`src/hdl/shared_time_responsibility_accounting_macros.svh`:
```
// assertion macros for the shared time accounting block
// expects signals clk and arst_n in the scope where a macro is used
`ifndef SHARED_TIME_RESPONSIBILITY_ACCOUNTING_MACROS_SVH
`define SHARED_TIME_RESPONSIBILITY_ACCOUNTING_MACROS_SVH
`ifndef SYNTHESIS
// property must hold at every clock outside reset
`define STRA_ASSERT(lbl, prop, msg) \
	lbl: assert property (@(posedge clk) disable iff (!arst_n) prop) else $error(msg);
// expression must never be true outside reset
`define STRA_ASSERT_NEVER(lbl, expr, msg) \
	lbl: assert property (@(posedge clk) disable iff (!arst_n) !(expr)) else $error(msg);
`else
`define STRA_ASSERT(lbl, prop, msg)
`define STRA_ASSERT_NEVER(lbl, expr, msg)
`endif
`endif

```
`src/hdl/stra_pkg.sv`:
```
// shared constants, types and helpers for the shared time accounting block
// used by stra_div, stra_cell and the top level; depends on nothing
package stra_pkg;

	// sizes
	localparam int MAX_ACTIVE = 16;
	localparam int FRAC_BITS  = 16;
	localparam int TIME_W     = 32;
	localparam int ID_W       = 16;
	localparam int SHARE_W    = 48;
	localparam int CNT_W      = $clog2(MAX_ACTIVE + 1);

	// divider geometry, two quotient bits per cycle
	localparam int DIV_W    = TIME_W + FRAC_BITS;
	localparam int DIVP_W   = DIV_W + (DIV_W % 2);
	localparam int DIV_ITER = DIVP_W / 2;
	localparam int ITER_W   = $clog2(DIV_ITER + 1);
	localparam int QX_W     = (DIVP_W > SHARE_W) ? DIVP_W : SHARE_W;

	localparam logic [SHARE_W-1:0] SHARE_MAX = {SHARE_W{1'b1}};

	// input mode code
	localparam logic MODE_STOP = 1'b1;

	// result status codes
	typedef enum logic [1:0] {
		ST_DONE    = 2'd0,
		ST_UNKNOWN = 2'd1,
		ST_FULL    = 2'd2
	} stra_status_t;

	// control states
	typedef enum logic [1:0] {
		S_IDLE,
		S_SEARCH,
		S_UPDATE,
		S_FINISH
	} stra_state_t;

	// command token that walks the cell chain
	typedef struct packed {
		logic               valid;
		logic               update;  // 0 search pass, 1 update pass
		logic               stop;
		logic [ID_W-1:0]    id;
		logic [SHARE_W-1:0] q;
		logic               found;
		logic               placed;
		logic [SHARE_W-1:0] share;
	} stra_tok_t;

	// saturating share add
	function automatic logic [SHARE_W-1:0] sat_add(input logic [SHARE_W-1:0] a,
	                                                input logic [SHARE_W-1:0] b);
		logic [SHARE_W:0] s;
		s = {1'b0, a} + {1'b0, b};
		return s[SHARE_W] ? SHARE_MAX : s[SHARE_W-1:0];
	endfunction

endpackage

```
`src/hdl/stra_cell.sv`:
```
// one table entry of the cell chain: task id, share and occupancy
// depends on stra_pkg; passes the command token on to its neighbor each cycle
module stra_cell (
	input  logic                clk,
	input  logic                arst_n,
	input  stra_pkg::stra_tok_t tok_in,
	output stra_pkg::stra_tok_t tok_out,
	output logic                occupied
);

	logic                         valid_q;
	logic [stra_pkg::ID_W-1:0]    task_q;
	logic [stra_pkg::SHARE_W-1:0] share_q;
	stra_pkg::stra_tok_t          tok_q;

	logic                         valid_d;
	logic [stra_pkg::ID_W-1:0]    task_d;
	logic [stra_pkg::SHARE_W-1:0] share_d;
	logic [stra_pkg::SHARE_W-1:0] share_sum;
	logic                         match;
	stra_pkg::stra_tok_t          tok_d;

	assign match     = valid_q && (task_q == tok_in.id);
	assign share_sum = stra_pkg::sat_add(share_q, tok_in.q);

	// apply the passing token to this entry
	always_comb begin
		tok_d   = tok_in;
		valid_d = valid_q;
		task_d  = task_q;
		share_d = share_q;
		if (tok_in.valid) begin
			if (!tok_in.update) begin
				if (match) begin
					tok_d.found = 1'b1;
				end
			end else if (valid_q) begin
				share_d = share_sum;
				if (tok_in.stop && match) begin
					tok_d.share = share_sum;
					valid_d     = 1'b0;
				end
			end else if (!tok_in.stop && !tok_in.found && !tok_in.placed) begin
				valid_d      = 1'b1;
				task_d       = tok_in.id;
				share_d      = '0;
				tok_d.placed = 1'b1;
			end
		end
	end

	// occupancy and token stage
	always_ff @(posedge clk or negedge arst_n) begin
		if (!arst_n) begin
			valid_q <= 1'b0;
			tok_q   <= '0;
		end else begin
			valid_q <= valid_d;
			tok_q   <= tok_d;
		end
	end

	// entry payload
	always_ff @(posedge clk) begin
		task_q  <= task_d;
		share_q <= share_d;
	end

	assign tok_out  = tok_q;
	assign occupied = valid_q;

endmodule

```
`config.mk`:
```
export PLATFORM = sky130hd
export DESIGN_NAME = stra_cell
export DESIGN_NICKNAME = d
export VERILOG_FILES = /design/src/hdl/shared_time_responsibility_accounting_macros.svh /design/src/hdl/stra_pkg.sv /design/src/hdl/stra_cell.sv
export SDC_FILE = /design/constraint.sdc
export NUM_CORES = 1
export LEC_CHECK = 0
export BUFFER_PORTS_ARGS = -buffer_cell sky130_fd_sc_hd__buf_2
export CAP_MARGIN = 40
export CORE_MARGIN = 2
export CORE_UTILIZATION = 35
export DETAILED_ROUTE_END_ITERATION = 12
export GPL_ROUTABILITY_DRIVEN = 0
export PLACE_DENSITY = 0.57
export SLEW_MARGIN = 10
export SYNTH_ARGS = -nofsm -noshare
export SYNTH_HDL_FRONTEND = slang
export SYNTH_SLANG_ARGS = --single-unit
```
`constraint.sdc`:
```
create_clock -name clk -period 4.3 [get_ports clk]
set_clock_uncertainty 0.15 [all_clocks]
set_input_delay 0.86 -clock clk [delete_from_list [all_inputs] [get_ports clk]]
set_output_delay 0.86 -clock clk [all_outputs]
set_load 0.005 [all_outputs]
```
* Word level (Yosys, flattened, before mapping)
Index checks and enable logic that the tools add are counted.
Cells by class: eq/ne operators 1, bitwise logic cells 1, $add $sub $neg 1, reduce and logical (&&, ||, !) cells 11, mux-type cells 14
Operators with widths (number):
- two-way mux 48 bit | 5
- two-way mux 50 bit | 1
- adder 48 x 48 -> 49 bit | 1
- two-way mux 49 bit | 1
- == test 16 bit | 1
- two-way mux 1 bit | 7
- logical AND 1 bit | 4
- AND reduction 4 bit | 1
- logical NOT 1 bit | 3
- AND reduction 3 bit | 1
- AND reduction 2 bit | 1
- nonzero test 2 bit | 1
- inverter 1 bit | 1
Word-level totals: output and inout bits 118, input port bits 119, word-level logic and storage cells 39, register bits 182

* Longest topological paths before layout
depth in word-level cells 7, mapped depth 11, mapped depth without buffers 10

* Least setup slack after synthesis
Ideal clock, no wire load.
path type input to register, from input tok_in[48] (netlist name), to register share_q[0] (netlist name), enable pin, setup slack 0.592 ns, data arrival time 3.104 ns, path buffers 0, library setup time 0.454 ns, data required time 3.696 ns, cell stages on the path 3, cells stage by stage nor3_1 > nor2_1 > nor2_1
On the way: longest elaborated chain between the ends 4
Ends and longest elaborated chain:
- from (decl) | line stra_cell.sv:6 | input stra_pkg::stra_tok_t tok_in,
- logical NOT 1 bit | line stra_cell.sv:43 | end else if (!tok_in.stop && !tok_in.found && !tok_in.placed) begin
- logical AND 1 bit | line stra_cell.sv:43
- nonzero test 2 bit (no line)
- AND reduction 3 bit (no line)
- to (signal assigned) | line stra_cell.sv:66 | share_q <= share_d;
- to (decl) | line stra_cell.sv:13 | logic [stra_pkg::SHARE_W-1:0] share_q;
No other way between the ends. A chain may end at the register's enable or synchronous reset.

* Final worst setup path
from input tok_in[50] (netlist name), to register share_q[36] (netlist name) (data pin)
On the way: longest elaborated chain between the ends 3
Ends and longest elaborated chain:
- adder 48 x 48 -> 49 bit | line stra_pkg.sv:56 | s = {1'b0, a} + {1'b0, b};
- two-way mux 48 bit | line stra_pkg.sv:57 | return s[SHARE_W] ? SHARE_MAX : s[SHARE_W-1:0];
- two-way mux 48 bit | line stra_cell.sv:37 | end else if (valid_q) begin
No other way between the ends.

==> results.md <==
- First-pass iteration count of the detailed router: 5
- Starting Density: 35.4%
- Final Cycle Share: 82.8%
- Number of synthesized flops with an enable pin: 64
- Post-Syn Instances: ~850
- Startpoint Class: input pin
- Worst R2R Setup Slack: between 900 and 1000 ps
- Length in cells of the worst reg-to-reg path: 10
- Register area share after synthesis: a little over half
- Most Used Layer, Global Route: met2
- Deepest clock path buffer count: 2
- Routed WL: between 20000 and 30000 um
- Clock Pin Slew Worst Setup and Hold Paths: 80 ps
- Largest net degree at the start of global routing: between 80 and 90
- Setup_tns: 0 ps
- Core area: roughly 26000 um2
- First-pass GRT wire length: around 40000 um
- Share of layout cells above drive strength 1: 29.7%
- CP endpoint kind: flip-flop
- Crit-path max FO: 7
- CTS root buffer: clkbuf_16
- Max-slew violations: 0
- CTS tree: built
- Leakage: 4.97 nW
- Via/cell ratio: 5.09
- GR Util met1: 24.9%
- Origin of the critical flop-to-flop path: share_q[0]
- Critical Path AT: about 3600 ps
- DRT iter0 DRCs: 604
- Remaining global-route overflow: 0
- Clock Sinks: around 180
- Slowest cell on crit path: a211oi_1
- Gr usage total: approximately 18%
- Worst-Skew Late Latency: approximately 440 ps
- Slew @ Worst Pin: between 700 and 800 ps
- Drc violations: 0
- Ys Warns: 0
- Netlist Area Pre-Place: about 9200 um2
- Met3 Resource Use GR: around 4.9%
- Die width: around 170 um
- HP Class: input pin to async pin
- Synth Net Count: roughly 1000
- Max Fclk: about 280 MHz
- Met2 usage: between 20% and 30%
- Cell Pwr Density: approximately 420 nW/um2
- Layout net count: between 1000 and 1500
- Total power: roughly 4.8 mW
- Die height: ~170 um
- Slowest stage delay, CP: ~550 ps
- Setup repair bufs after CTS: 0
- DR vias: ~7300
- Most common flop cell mapped by yosys: dfrtp_1
- Pre-CTS setup slack: ~290 ps
- Routed length per placed instance: between 15 and 20 um
- Cells along the critical path: buf_2 -> ha_1 -> fa_1 -> a211oi_1 -> o21ai_2 -> a21boi_2 -> o21ai_2 -> a211oi_1 -> o31ai_2 -> xnor2_1 -> a21boi_1
- Max Cap Violations: 0
- Synth unique cells: approximately 70
- Initial antenna violation count: 9
- Synth Area per Inst: between 10 and 15 um2
- Inserted Clock Buffers: 17
- Vias in the first global route: ~7300
- Peak VDD IR: between 0.15 and 0.2 mV
- Worst Setup Path Type: input pin to flip-flop
- Non-filler cells, final: ~1400
- Crit path time final: about 3600 ps
- Rows: 59
- Share of synthesized registers carrying an async set or reset: between 60% and 70%
- Finished Cell Area: 11500 um2
- Yosys reg bits: ~180
- Worst setup margin: approximately 740 ps
- Port buffer count: 236
- Placed Area: around 11000 um2
- HPWL Detailed: 19300 um
- Post-DRT Antenna Nets: 0
- Hold Vio Cnt, Final: 0
- Placed Instances: between 1000 and 1500
- Post-cts sizing count: 0
- CTS HTree Levels: 4
- RSZ-0062 raised after global routing: no
- # hold bufs at CTS: 0
- CP required: 4340 ps
- Layout area overhead: 24.9%
- # setup viols final: 0
- Hold WS: 180 ps
- Die area: roughly 28000 um2
- Layout filler cell count: between 2000 and 2500
- Slew HR: between 50% and 60%
- Crit Reg-Reg Endpoint: share_q[36]
- Util after Layout: around 44%
- Ports: 237
- Status: finished clean
[report_power, final]
group	internal [mW]	leakage, nW	total (mW)	switching, mW
clock	0.842	0.299	1.64	0.799
combinational	0.461	2.73	1.17	0.706
sequential	1.94	1.94	1.96	0.0289
total	3.24	4.97	4.77	1.53
[routing by layer]
| layer | vias to the layer above | part of all wire [%] |
|---|---|---|
| li1 | 3566 | - |
| met1 | 3498 | 45 |
| met2 | 245 | 46 |
| met3 | 24 | 7.0 |
| met4 | 6 | 1.3 |
| met5 | - | 0.13 |
[state kept, by name, indices dropped and copies added (netlist names)]
register	cells
occupied	1
task_q	16
share_q	48
tok_out	117
[cell usage in the layout (no fill, tap or decap), types with 30 or more instances in the layout]
cell and n:
o21ai_0 30, dfrtp_1 117, edfxtp_1 64, buf_2 235
xnor2_1 39, o21ai_1 32, nand2_1 80, ha_1 48
nor2_1 65, a21oi_1 66
[synth_stat cells (26+ instances only)]
library cell    n  area [um2]
o21ai_1        32         160
a21oi_1        66         330
dfrtp_1       118        2950
xnor2_1        39         342
ha_1           48         601
edfxtp_1       64        1920
nand2_1        80         300
o21ai_0        30         150
nor2b_1        26         163
nor2_1         66         248
[area by class of cell]
type | instances | area [um2] | area share [%]
clock inverters | 15 | 185 | 1.62
clock buffers | 17 | 425 | 3.71
multi-input cells | 619 | 4110 | 35.8
inverters | 13 | 48.8 | 0.426
flip-flops and latches | 182 | 4880 | 42.5
well taps | 335 | 419 | 3.66
repair buffers | 255 | 1390 | 12.1
diodes | 5 | 12.5 | 0.109
[critical path: cells and delay by family]
| kind | cells | cell delay [ps] |
|---|---|---|
| AO/OA/AOI/OAI | 7 | 1690 |
| buffers and inverters | 1 | 110 |
| adder cells (fa/ha/maj) | 2 | 670 |
| XOR/XNOR | 1 | 280 |
[how the worst max path moves through the flow]
stage	cells past startpoint	end	startpoint	slack [ps]
final	11	share_q[36]	tok_in[50]	740
after global routing	11	share_q[29]	tok_in[50]	550
after CTS	11	share_q[36]	tok_in[50]	750
after detailed placement	11	share_q[36]	tok_in[50]	290
after global placement	11	share_q[36]	tok_in[50]	330
after floorplan	3	share_q[0]	tok_in[48]	590
[cells by family (layout without fill, tap and decap cells)]
logic type,Yosys count,after routing,share of synthesized area [%]
compound gates,239,239,17.3
mux,5,5,0.572
other cells,0,5,0
flops,182,182,53.1
fa+ha+maj,49,49,6.76
buf+inv,47,300,2.36
xor+xnor,58,58,5.53
simple gates,268,268,14.4
No activity file was read; power rests on OpenSTA's default activity.
