--- src/hdl/shared_time_responsibility_accounting_macros.svh ---
// assertion macros for the shared time accounting block
// expects signals clk and arst_n in the scope where a macro is used
`ifndef SHARED_TIME_RESPONSIBILITY_ACCOUNTING_MACROS_SVH
`define SHARED_TIME_RESPONSIBILITY_ACCOUNTING_MACROS_SVH
`ifndef SYNTHESIS
// property must hold at every clock outside reset
`define STRA_ASSERT(lbl, prop, msg) \
	lbl: assert property (@(posedge clk) disable iff (!arst_n) prop) else $error(msg);
// expression must never be true outside reset
`define STRA_ASSERT_NEVER(lbl, expr, msg) \
	lbl: assert property (@(posedge clk) disable iff (!arst_n) !(expr)) else $error(msg);
`else
`define STRA_ASSERT(lbl, prop, msg)
`define STRA_ASSERT_NEVER(lbl, expr, msg)
`endif
`endif

--- src/hdl/stra_pkg.sv ---
// shared constants, types and helpers for the shared time accounting block
// used by stra_div, stra_cell and the top level; depends on nothing
package stra_pkg;

	// sizes
	localparam int MAX_ACTIVE = 16;
	localparam int FRAC_BITS  = 16;
	localparam int TIME_W     = 32;
	localparam int ID_W       = 16;
	localparam int SHARE_W    = 48;
	localparam int CNT_W      = $clog2(MAX_ACTIVE + 1);

	// divider geometry, two quotient bits per cycle
	localparam int DIV_W    = TIME_W + FRAC_BITS;
	localparam int DIVP_W   = DIV_W + (DIV_W % 2);
	localparam int DIV_ITER = DIVP_W / 2;
	localparam int ITER_W   = $clog2(DIV_ITER + 1);
	localparam int QX_W     = (DIVP_W > SHARE_W) ? DIVP_W : SHARE_W;

	localparam logic [SHARE_W-1:0] SHARE_MAX = {SHARE_W{1'b1}};

	// input mode code
	localparam logic MODE_STOP = 1'b1;

	// result status codes
	typedef enum logic [1:0] {
		ST_DONE    = 2'd0,
		ST_UNKNOWN = 2'd1,
		ST_FULL    = 2'd2
	} stra_status_t;

	// control states
	typedef enum logic [1:0] {
		S_IDLE,
		S_SEARCH,
		S_UPDATE,
		S_FINISH
	} stra_state_t;

	// command token that walks the cell chain
	typedef struct packed {
		logic               valid;
		logic               update;  // 0 search pass, 1 update pass
		logic               stop;
		logic [ID_W-1:0]    id;
		logic [SHARE_W-1:0] q;
		logic               found;
		logic               placed;
		logic [SHARE_W-1:0] share;
	} stra_tok_t;

	// saturating share add
	function automatic logic [SHARE_W-1:0] sat_add(input logic [SHARE_W-1:0] a,
	                                                input logic [SHARE_W-1:0] b);
		logic [SHARE_W:0] s;
		s = {1'b0, a} + {1'b0, b};
		return s[SHARE_W] ? SHARE_MAX : s[SHARE_W-1:0];
	endfunction

endpackage

--- src/hdl/stra_div.sv ---
// iterative restoring divider, two quotient bits per cycle
// depends on stra_pkg
module stra_div (
	input  logic                        clk,
	input  logic                        arst_n,
	input  logic                        start,
	input  logic [stra_pkg::DIVP_W-1:0] dividend,
	input  logic [stra_pkg::CNT_W-1:0]  divisor,
	output logic                        busy,
	output logic [stra_pkg::DIVP_W-1:0] quotient
);

	logic [stra_pkg::DIVP_W-1:0] work_q;
	logic [stra_pkg::CNT_W-1:0]  rem_q;
	logic [stra_pkg::CNT_W-1:0]  dsr_q;
	logic [stra_pkg::ITER_W-1:0] cnt_q;
	logic [stra_pkg::DIVP_W-1:0] work_d;
	logic [stra_pkg::CNT_W-1:0]  rem_d;

	// two shift-subtract steps
	always_comb begin
		logic [stra_pkg::CNT_W:0] rs;
		work_d = work_q;
		rem_d  = rem_q;
		for (int k = 0; k < 2; k++) begin
			rs     = {rem_d, work_d[stra_pkg::DIVP_W-1]};
			work_d = {work_d[stra_pkg::DIVP_W-2:0], 1'b0};
			if (rs >= {1'b0, dsr_q}) begin
				rs        = rs - {1'b0, dsr_q};
				work_d[0] = 1'b1;
			end
			rem_d = rs[stra_pkg::CNT_W-1:0];
		end
	end

	// iteration counter
	always_ff @(posedge clk or negedge arst_n) begin
		if (!arst_n) begin
			cnt_q <= '0;
		end else if (start) begin
			cnt_q <= stra_pkg::ITER_W'(stra_pkg::DIV_ITER);
		end else if (cnt_q != '0) begin
			cnt_q <= cnt_q - 1'b1;
		end
	end

	// datapath
	always_ff @(posedge clk) begin
		if (start) begin
			work_q <= dividend;
			rem_q  <= '0;
			dsr_q  <= divisor;
		end else if (cnt_q != '0) begin
			work_q <= work_d;
			rem_q  <= rem_d;
		end
	end

	assign busy     = (cnt_q != '0);
	assign quotient = work_q;

endmodule

--- config.mk ---
export PLATFORM = sky130hd
export DESIGN_NAME = stra_div
export DESIGN_NICKNAME = d
export VERILOG_FILES = /design/src/hdl/shared_time_responsibility_accounting_macros.svh /design/src/hdl/stra_pkg.sv /design/src/hdl/stra_div.sv
export SDC_FILE = /design/constraint.sdc
export NUM_CORES = 1
export LEC_CHECK = 0
export BUFFER_PORTS_ARGS = -buffer_cell sky130_fd_sc_hd__buf_2
export CORE_ASPECT_RATIO = 1.5
export CORE_MARGIN = 2
export CORE_UTILIZATION = 56
export CTS_BUF_LIST = sky130_fd_sc_hd__clkbuf_4
export DETAILED_ROUTE_END_ITERATION = 8
export HOLD_SLACK_MARGIN = 0.08
export PLACE_DENSITY = 0.93
export SLEW_MARGIN = 15
export SYNTH_ARGS = -nofsm -noshare
export SYNTH_HDL_FRONTEND = slang
export SYNTH_SLANG_ARGS = --single-unit
--- constraint.sdc ---
create_clock -name clk -period 9.3 [get_ports clk]
set_input_delay 1.395 -clock clk [delete_from_list [all_inputs] [get_ports clk]]
set_output_delay 1.395 -clock clk [all_outputs]
set_load 0.005 [all_outputs]
After elaboration in Yosys (flattened, before gate mapping)
Index checks and enable logic that the tools add are counted.

Add/subtract/negate cells: 3. $lt $le $gt $ge: 2. Multiplexer cells: 8. Reduce and logical (&&, ||, !) cells: 2.

Operators by type and width (count): 2-to-1 mux 48 bit (2); 2-to-1 mux 5 bit (4); greater-or-equal comparator 6 x 5 -> 1 bit (2); subtractor 5 bit (2); nonzero test 5 bit (1); subtractor 5 x 1 -> 5 bit (second input constant) (1); 2-to-1 mux 1 bit (2); nonzero test 2 bit (1).

Bits in registers: 63. Output and inout port bits: 49. Word-level logic and storage cells: 19.

Depth between registers and ports, before layout
Gate-level depths: netlist of run 1.

Depth in word-level cells: 6. Depth in mapped cells: 16.

Least setup slack after synthesis of run 1
No wires, ideal clock.

Path kind: register -> register. Start point: reg work_q (netlist bit quotient[47]). End point: reg work_q (netlist bit quotient[0]), data pin. Arrival time: 3.508 ns. Required time: 9.040 ns. Setup slack: 5.532 ns. Stages on the path, launching flop included: 16. Cell sequence: edfxtp_1 -> inv_1 -> ha_1 -> inv_1 -> fa_1 -> a21oi_1 -> nand4b_1 -> and2_0 -> mux2_2 -> ha_1 -> a21oi_1 -> o21ai_0 -> a311o_1 -> or3_1 -> buf_6 -> mux2_2.

Word-level cells in the longest chain between the ends: 6.

Ends and longest elaborated chain: start, declared (line stra_div.sv:13) `logic [stra_pkg::DIVP_W-1:0] work_q;`; start signal, assigned (line stra_div.sv:50) `work_q <= dividend;`; start signal, assigned (line stra_div.sv:54) `work_q <= work_d;`; subtractor 5 bit or greater-or-equal comparator 6 x 5 -> 1 bit (tied branches) (line stra_div.sv:29, stra_div.sv:28); 2-to-1 mux 5 bit * (line stra_div.sv:28) `if (rs >= {1'b0, dsr_q}) begin`; greater-or-equal comparator 6 x 5 -> 1 bit * (line stra_div.sv:28); 2-to-1 mux 1 bit * (line stra_div.sv:28); 2-to-1 mux 48 bit * (line stra_div.sv:53) `end else if (cnt_q != '0) begin`; 2-to-1 mux 48 bit * (line stra_div.sv:49) `if (start) begin`.

Mark *: on every way between the ends. The rest lies on a longest branch, timed or not. The select of a mux whose other input is x is not followed. A chain may end at the register's enable or synchronous reset.

Worst setup path in the final report of run 1
Ends and elaborated chain as after synthesis.

==> results_dict.tcl, run 1 <==
set metrics [dict create \
    synth_flop_cell "edfxtp_1" \
    synth_common_cells "edfxtp_1 (53), mux2_2 (50), inv_1 (14)" \
    cp-start-kind "flip-flop" \
    synth-edff-count 53 \
    fin_total_pwr_uw 877.3 \
    place.gp.congestion 0.9115 \
    drv_cap 0 \
    slew_headroom_pct 33.96 \
    crit_path_max_fanout 9 \
    synth_cell_types 39 \
    first_iter_violations 132 \
    dp_slack_ns 5.251 \
    fillers 385 \
    ys_seq_area_share_pct 58.34 \
    netlist.area_leader.share_pct 51.10 \
    critPathLaunch "quotient[47]" \
    ir_worst_vdd_mv 0.1252 \
    end_kind "flip-flop" \
    first_pass_iters 4 \
    critical-path-max-stage-delay_ns 0.48 \
    worstPathRequired_ns 9.44 \
    rsz0062_at_grt "false" \
    core.rowCount 33 \
    root_buffer "clkbuf_4" \
    io_pins 105 \
    worstMarginPinSlew_ns 0.9880 \
    setup_viol 0 \
    yosysWarnings 0 \
    diodes 0 \
    r2r_start "quotient[47]" \
    final_hold_viol_count 0 \
    slew_violations 0 \
    grt_pass1_wl_um 10320 \
    ant_nets 0 \
    num_vias 2168 \
    slowest_stage "fa_1" \
    wirelength_um 6598 \
    grt_antenna_before_repair 0 \
    fin_skew_ns 0.01771 \
    grt_max_degree 67 \
    rr_worst_depth 14 \
    period_needed_ns 4.123 \
    fp.dieArea_um2 6186 \
    synth_top_area_cell "edfxtp_1" \
    dpl.hpwl_um 4872 \
    status "complete, no violations" \
    synthesis.nets 287 \
    area_growth_pct 22.50 \
    htree_num_levels 3 \
    clk_latency_ns 0.39 \
    first_global_vias 2252 \
    die_y_um 95.33 \
    grt.total_usage_pct 22.41 \
    avgSynthCellArea_um2 14.35 \
    ctsResizeCount 0 \
    clkTransAtPathRegs_ns 0.11 \
    p_leak_nw 1.682 \
    path_buf_inv 2 \
    tritoncts "yes" \
    drc 0 \
    hold_class "flip-flop to flip-flop" \
    synthTopCellsByArea "edfxtp_1 (51%), mux2_2 (18%), ha_1 (4.8%)" \
    overflow 0 \
    finalNetCount 395 \
    fin_crit_sh_pct 44.33 \
    min_path_cells 2 \
    fin_util_pct 70.53 \
    clock_sinks 63 \
    crit_chain "inv_1 > ha_1 > inv_1 > fa_1 > a21oi_1 > nand4b_1 > and2_0 > o21ai_0 > fa_1 > a21oi_1 > o21ai_0 > a311o_1 > or3_1 > mux2_2" \
    synth_cells 217 \
    synth_most_common_cell "edfxtp_1" \
    clk_path_buf_depth 2 \
    hp-start "rem_q[1]" \
    fmax_ghz 0.2425 \
    cp_data_arrival_time_ns 4.27 \
    holdWs_ns 0.5080 \
    p_per_area_nw_per_um2 230.0 \
    timing.final.ws_setup_ns 5.177 \
    ys_seq_elements 63 \
    fin_tns_setup_ns 0 \
    synthArstFlopShare_pct 7.937 \
    cts_hold_buf 0 \
    initial_core_util_pct 57.58 \
    crit_cells 14 \
    layout-drive-gt1-share_pct 53.64 \
    syn-cell-area_um2 3114 \
    numCtsBuffers 9 \
    die_w_um 64.89 \
    vias_per_cell 5.420 \
    avgRoutedWirePerCell_um 16.50 \
    numPortBuffers 104 \
    post_cts_buffers 0 \
    core-area_um2 5409 \
    crit_family "adder cells" \
    critical_path_class "flip-flop to flip-flop" \
]
[state kept, by name, indices dropped and copies added, names as in the netlist]
name      count
cnt_q         5
quotient     48
rem_q         5
dsr_q         5
[cells in the final DEF, fill, tap and decap left out, drive strengths merged, types with 4 or more instances in the layout]
| master | n |
|---|---|
| edfxtp | 53 |
| a211oi | 4 |
| xnor2 | 4 |
| dfrtp | 5 |
| inv | 15 |
| clkbuf | 11 |
| dfxtp | 5 |
| o21ai | 4 |
| a21oi | 7 |
| mux2 | 50 |
| nor2 | 7 |
| ha | 12 |
| buf | 106 |
| nand2 | 7 |
| clkinv | 4 |
| and3 | 4 |
[power breakdown]
group	internal [mW]	switching (mW)	leakage (nW)	total (mW)
clock network	0.0613	0.0998	0.0711	0.161
registers	0.357	0.0297	0.656	0.387
logic	0.168	0.161	0.954	0.329
total	0.587	0.291	1.68	0.877
[layout make-up]
cell class / instances / area (µm²) / share of cell area, %
Clock buffer: 11 / 82.58 / 2.165
Clock inverter: 5 / 33.78 / 0.8855
Inverter: 14 / 52.55 / 1.378
Multi-Input combinational cell: 131 / 1206 / 31.62
Sequential cell: 63 / 1817 / 47.62
Tap cell: 70 / 87.58 / 2.296
Timing Repair Buffer: 106 / 535.5 / 14.04
[worst paths after layout]
path,to,slack [ns]
worst max-delay path,quotient[0],5.18
worst max register to register,quotient[0],5.18
worst min register to register,rem_q[1],0.51
max in group asynchronous,cnt_q[3],8.36
min in group asynchronous,cnt_q[4],0.81
worst min-delay path,rem_q[1],0.51
[cell families after synthesis]
| group | after synthesis | share of synthesized area (%) |
|---|---|---|
| DFF | 63 | 58.34 |
| adders and majority gates | 14 | 6.107 |
| buffers and inverters | 23 | 3.013 |
| xor gates and xnor gates | 5 | 1.406 |
| and+or+nand+nor | 35 | 6.790 |
| muxes | 52 | 18.72 |
| AOI/OAI and AO/OA | 25 | 5.625 |
[per-layer routing]
| layer | global-route usage [%] | part of all wire [%] | vias to the layer above |
|---|---|---|---|
| met4 | 7.801 | 0.68 | 0 |
| met3 | 6.966 | 5.7 | 4 |
| met5 | 0 | 0 | - |
| li1 | - | - | 1034 |
| met2 | 38.14 | 54 | 80 |
| met1 | 26.78 | 40 | 1050 |
[tightest hold or removal path: cells and delay by family (launching register included)]
family          cells  cell delay [ns]
flops               1             0.35
simple gates        1             0.06
compound gates      1             0.06
[stage by stage]
stage | instance area (µm²) | instances
after detailed placement | 3699 | 384
after global routing | 3815 | 400
after global placement | 3699 | 384
after floorplan | 3114 | 217
final | 3815 | 400
after CTS | 3815 | 400
Power figures use the tool's default switching activity.
==> run 2, diff against run 1 <==
- CORE_UTILIZATION: 56 -> 47
- PLACE_DENSITY: 0.93 -> 0.83
- clock period: 9.3 -> 3.4 ns (I/O delays scaled with it)
==> run 2 against run 1 <==
Compared with the run above:
- sequential cell count unchanged
- final cell count grew 7.5%
- critical path depth grew 1
- the flow now finishes with violations (setup timing)
- first-iteration DRC count shrank 16%
- worst hold slack worse by 0.24 ns
- wire length increased by 7.2%
- highest routed layer unchanged
- total power increased to 3.2 times the previous value
- largest cell class unchanged
- clock skew about the same
==> results_dict.tcl, run 2 (synthesis results as in run 1) <==
set metrics [dict create \
    largest_reg_flops 48 \
    wirelength_um 7076 \
    area_growth_pct 31.82 \
    first_pass_iters 4 \
    ant_nets 0 \
    overflow 0 \
    p_leak_nw 1.810 \
    slowest_stage "edfxtp_1" \
    routed-wl-met2_um 3851 \
    setup_viol 6 \
    htree_num_levels 3 \
    grt_pass1_wl_um 11410 \
    worstPathRequired_ns 3.75 \
    clkTransAtPathRegs_ns 0.11 \
    drc 0 \
    critical_path_class "flip-flop to flip-flop" \
    grt_antenna_before_repair 0 \
    final_hold_viol_count 0 \
    diodes 0 \
    clk_latency_ns 0.41 \
    wl_met1_um 2655 \
    hold_class "input port to flip-flop" \
    io_pins 105 \
    end_kind "flip-flop" \
    numCtsBuffers 9 \
    ir_worst_vdd_mv 0.3780 \
    fin_total_pwr_mw 2.822 \
    die_w_um 70.47 \
    final_cell_mix "buf_2 (104), edfxtp_1 (53), mux2_2 (48), buf_4 (24), inv_1 (13)" \
    cp_data_arrival_time_ns 3.93 \
    slew_violations 0 \
    core.rowCount 36 \
    finalNetCount 419 \
    initial_core_util_pct 48.35 \
    final_common_cell "buf_2" \
    grt.total_usage_pct 20.17 \
    top_layer_used "met4" \
    core-area_um2 6441 \
    p_per_area_nw_per_um2 687.3 \
    grt_max_degree 66 \
    avgRoutedWirePerCell_um 16.46 \
    violations "setup timing" \
    status "finished with violations" \
    timing.final.ws_setup_ns -0.1721 \
    crit_path_max_fanout 5 \
    numPortBuffers 104 \
    fp.dieArea_um2 7307 \
    root_buffer "clkbuf_4" \
    die_y_um 103.7 \
    holdWs_ns 0.2658 \
    first_global_vias 2387 \
    slew_headroom_pct 47.24 \
    worstMarginPinSlew_ns 0.7914 \
    fin_skew_ns 0.01726 \
    crit_family "simple AND/OR/NAND/NOR gates" \
    critical-path-max-stage-delay_ns 0.41 \
    path_buf_inv 2 \
    dp_slack_ns -0.2877 \
    clock_sinks 63 \
    crit_chain "inv_1 > ha_2 > inv_2 > fa_2 > a21oi_2 > nand4b_1 > and2_4 > mux2_4 > ha_4 > a21oi_4 > o21ai_2 > a311o_1 > or3_4 > nor4b_1 > a211o_1" \
    fin_crit_sh_pct 105.1 \
    num_vias 2299 \
    first_iter_violations 111 \
    wl_met3_um 388 \
    dpl.hpwl_um 5124 \
    drv_cap 0 \
    vias_per_cell 5.347 \
    place.gp.congestion 0.9065 \
    fmax_ghz 0.2799 \
    rsz0062_at_grt "true" \
    cp-start-kind "flip-flop" \
    tritoncts "yes" \
    clk_path_buf_depth 2 \
    period_needed_ns 3.572 \
    layout-drive-gt1-share_pct 59.60 \
]
## run 2: changes by cell type in the layout (fill, tap and decap cells not counted), sizes merged
cell | previous run | this run
buf | 106 | 128
dlygate4sd3 | 0 | 1
inv | 15 | 14
bufinv | 0 | 1
clkinv | 4 | 5
or3 | 2 | 3
clkbuf | 11 | 10
## run 2: metal layers
metal	vias up	global-route usage, %
met1	1105	21.39
met4	0	10.44
met2	88	35.44
met5	-	0
met3	20	5.837
li1	1086	-
## run 2: final cells by class
class / instances / area, µm²
Clock inverter: 6 / 51.30
Clock buffer: 10 / 75.07
Multi-Input combinational cell: 132 / 1304
Timing Repair Buffer: 129 / 710.7
Tap cell: 76 / 95.09
Inverter: 14 / 52.55
Fill cell: 488 / 2336
Sequential cell: 63 / 1817
## run 2: metrics by stage
stage | instances | setup TNS (ns) | area, µm² | utilization, %
4_1_cts | 428 | -0.4899 | 4073 | 63.23
3_3_place_gp | 409 | -0.09992 | 3889 | 60.37
2_1_floorplan | 217 | -0.1007 | 3154 | -
6_report | 430 | -0.5687 | 4105 | 63.73
5_1_grt | 430 | -1.482 | 4105 | 63.73
3_5_place_dp | 409 | -1.235 | 3889 | 60.37
## run 2: worst reg2reg max path, delay by kind of cell, from the launching register on
kind	cells	cell delay [ns]
AOI/OAI and AO/OA	5	0.84
adders and majority gates	3	0.77
buffers and inverters	2	0.12
DFF	1	0.41
muxes	1	0.33
and+or+nand+nor	4	1.05
## run 2: worst paths after layout
check / startpoint / to / slack [ns] / cells after the start
max: quotient[47] / rem_q[2] / -0.17 / 15
min: divisor[4] / dsr_q[4] / 0.27 / 1
max reg2reg: quotient[47] / rem_q[2] / -0.17 / 15
min reg2reg: rem_q[1] / rem_q[1] / 0.50 / 2
max in group asynchronous: arst_n / cnt_q[1] / 2.83 / 2
min in group asynchronous: arst_n / cnt_q[4] / 0.44 / 2
## run 2: what timing repair did
action	CTS	global route
cloned	1	0
setup buffers	1	2
endpoints found under the hold margin	5	0
pin swaps	5	4
setup endpoints to repair	6	6
hold buffers	1	0
resized for setup	9	3
## run 2: report_power, final
group	leakage, nW	switching [mW]	internal [mW]	total, mW
Sequential	0.656	0.0788	0.977	1.06
Combinational	1.08	0.571	0.702	1.27
Clock	0.0727	0.270	0.223	0.493
Total	1.81	0.920	1.90	2.82
==> run 3, diff against run 2 <==
--- a/config.mk
+++ b/config.mk
@@ -12,4 +12,5 @@
 export CTS_BUF_LIST = sky130_fd_sc_hd__clkbuf_4
 export DETAILED_ROUTE_END_ITERATION = 8
+export GPL_TIMING_DRIVEN = 0
 export HOLD_SLACK_MARGIN = 0.08
 export PLACE_DENSITY = 0.83
==> constraint.sdc (replaced) <==
create_clock -name clk -period 3.4 [get_ports clk]
set_input_delay 0.51 -clock clk [delete_from_list [all_inputs] [get_ports clk]]
set_output_delay 0.51 -clock clk [all_outputs]
set_load 0.02 [all_outputs]
==> run 3 against run 2 <==
Compared with the run above:
- the run still ends with setup timing left
- sequential cell count unchanged
- setup slack got worse by 0.021 ns
- die area is the same
- sequential share of layout area rose by 0.73 points
- non-clock buffer count fell by 1
- worst hold slack improved by 0.016 ns
- via count is 2.3% lower
- wire length decreased by 5.6%
- register-to-register slack worse by 0.02 ns
- global-route usage fell by 1.1 points
- total power increased by 1.4%
- critical path type unchanged
==> results_dict.tcl, run 3 (synthesis results as in run 1) <==
set metrics [dict create \
    fin_total_pwr_mw 2.862 \
    p_sw_share_pct 33.82 \
    finalNetCount 417 \
    setup_viol 6 \
    hp-start "divisor[2]" \
    r2r_start "quotient[47]" \
    slew_violations 0 \
    htree_num_levels 3 \
    final_common_cell "buf_2" \
    fillers 515 \
    rsz0062_at_grt "true" \
    cp_data_arrival_time_ns 3.76 \
    clk_latency_ns 0.41 \
    core-area_um2 6441 \
    min_path_cells 1 \
    grtUsageMet2_pct 33.09 \
    first_pass_iters 4 \
    end_kind "flip-flop" \
    clock_power_share_pct 14.9 \
    vias_per_cell 5.250 \
    crit_path_max_fanout 5 \
    num_vias 2247 \
    intPower_mw 1.894 \
    grt_max_degree 30 \
    diodes 0 \
    cp-start-kind "flip-flop" \
    worstPathRequired_ns 3.57 \
    seq_area_um2 1817 \
    die_y_um 103.7 \
    rr_worst_depth 14 \
    overflow 0 \
    worstMarginPinSlew_ns 0.9633 \
    drc 0 \
    layout-drive-gt1-share_pct 56.25 \
    wirelength_um 6678 \
    fin_crit_sh_pct 105.7 \
    period_needed_ns 3.593 \
    violations "setup timing" \
    reg2reg_to "quotient[0]" \
    largest_reg_flops 48 \
    final_cell_mix "buf_2 (104), edfxtp_1 (53), mux2_2 (49), inv_1 (13), clkbuf_4 (13)" \
    fin_skew_ns 0.01640 \
    dp_slack_ns -0.3009 \
    numPortBuffers 104 \
    die_w_um 70.47 \
    final_hold_viol_count 0 \
    status "finished with violations" \
    fp.dieArea_um2 7307 \
    place.gp.congestion 0.9533 \
    dpl.hpwl_um 4942 \
    r2r_setup_slack_ns -0.19 \
    area_growth_pct 29.69 \
    critical_path_class "flip-flop to flip-flop" \
    first_global_vias 2388 \
    multi_input_area_um2 1269 \
    clock_sinks 63 \
    io_pins 105 \
    grt.busiest_layer "met2" \
    use_met3_pct 6.712 \
    initial_core_util_pct 48.35 \
    first_iter_violations 121 \
    clk_path_buf_depth 2 \
    p_comb_share_pct 48.2 \
    grt_antenna_before_repair 0 \
    ir_worst_vdd_mv 0.3451 \
    core.rowCount 36 \
    clkTransAtPathRegs_ns 0.10 \
    placedInstanceArea_um2 3792 \
    avgRoutedWirePerCell_um 15.60 \
    root_buffer "clkbuf_4" \
    ant_nets 0 \
    numCtsBuffers 9 \
    fin_util_pct 62.70 \
    grt.total_usage_pct 19.11 \
    holdWs_ns 0.2813 \
    tritoncts "yes" \
    hold_end "dsr_q[2]" \
    power.share.sequential_pct 36.9 \
    grtUsageMet1_pct 20.67 \
    grt_pass1_wl_um 10770 \
    p_per_area_nw_per_um2 708.5 \
    p_switching_uw 967.7 \
    drv_cap 0 \
    fmax_ghz 0.2783 \
    hold_class "input port to flip-flop" \
    fin_area_um2 4039 \
    p_leak_nw 1.769 \
    timing.final.ws_setup_ns -0.1927 \
    slew_headroom_pct 35.61 \
]
[run 3: power by group through the flow]
stage | logic [mW] | registers (mW) | clock network [mW]
floorplan | 0.738 | 1.16 | 0
global placement | 1.06 | 1.07 | 0
detailed placement | 1.10 | 1.07 | 0
CTS | 1.26 | 1.06 | 0.444
global route | 1.50 | 1.07 | 0.472
finish | 1.38 | 1.05 | 0.426
[run 3: final cells by class]
cell class / count / area share, %
Tap cell: 76 / 2.354
Sequential cell: 63 / 44.98
Clock inverter: 3 / 0.2788
Clock buffer: 13 / 2.416
Timing Repair Buffer: 119 / 16.23
Multi-Input combinational cell: 131 / 31.41
Buffer: 9 / 1.022
Inverter: 14 / 1.301
[run 3: worst max path at each step]
| stage | depth (start not counted) | slack, ns | from | end |
|---|---|---|---|---|
| 3_3_place_gp | 4 | -0.27 | start | quotient[14] |
| 3_5_place_dp | 15 | -0.30 | quotient[47] | quotient[0] |
| 5_1_grt | 16 | -0.34 | quotient[47] | rem_q[1] |
| 4_1_cts | 14 | -0.14 | quotient[47] | quotient[0] |
| 6_report | 14 | -0.19 | quotient[47] | quotient[0] |
| 2_1_floorplan | 15 | -0.18 | quotient[47] | quotient[0] |
[run 3: layer usage]
layer / up-vias / part of all wire (%)
met3: 16 / 6.1
met1: 1074 / 38
met5: - / 0
met4: 0 / 2.2
li1: 1077 / -
met2: 80 / 54
[run 3: timing repair]
action | in CTS | in global routing
gates cloned | 1 | 0
endpoints found under the hold margin | 5 | 0
setup buffers | 8 | 4
setup endpoints to repair | 6 | 6
gates resized for setup | 3 | 6
pin swaps | 3 | 3
hold buffers | 1 | 0
[run 3: worst max-delay path, cell delays in order, from the launching register on]
cell and delay [ns]:
edfxtp_1 0.42, inv_1 0.08, ha_2 0.18, inv_2 0.04
fa_2 0.34, a21oi_2 0.11, nand4b_1 0.14, and2_4 0.19
mux2_4 0.33, ha_4 0.24, and3_1 0.16, a311o_1 0.38
or3_4 0.36, buf_6 0.14, mux2_2 0.25
[run 3: stage by stage]
stage / instances / setup TNS [ns]
CTS: 424 / -0.6871
finish: 428 / -0.9259
detailed placement: 398 / -1.330
global route: 428 / -1.946
floorplan: 217 / -0.4644
global placement: 397 / -13.98
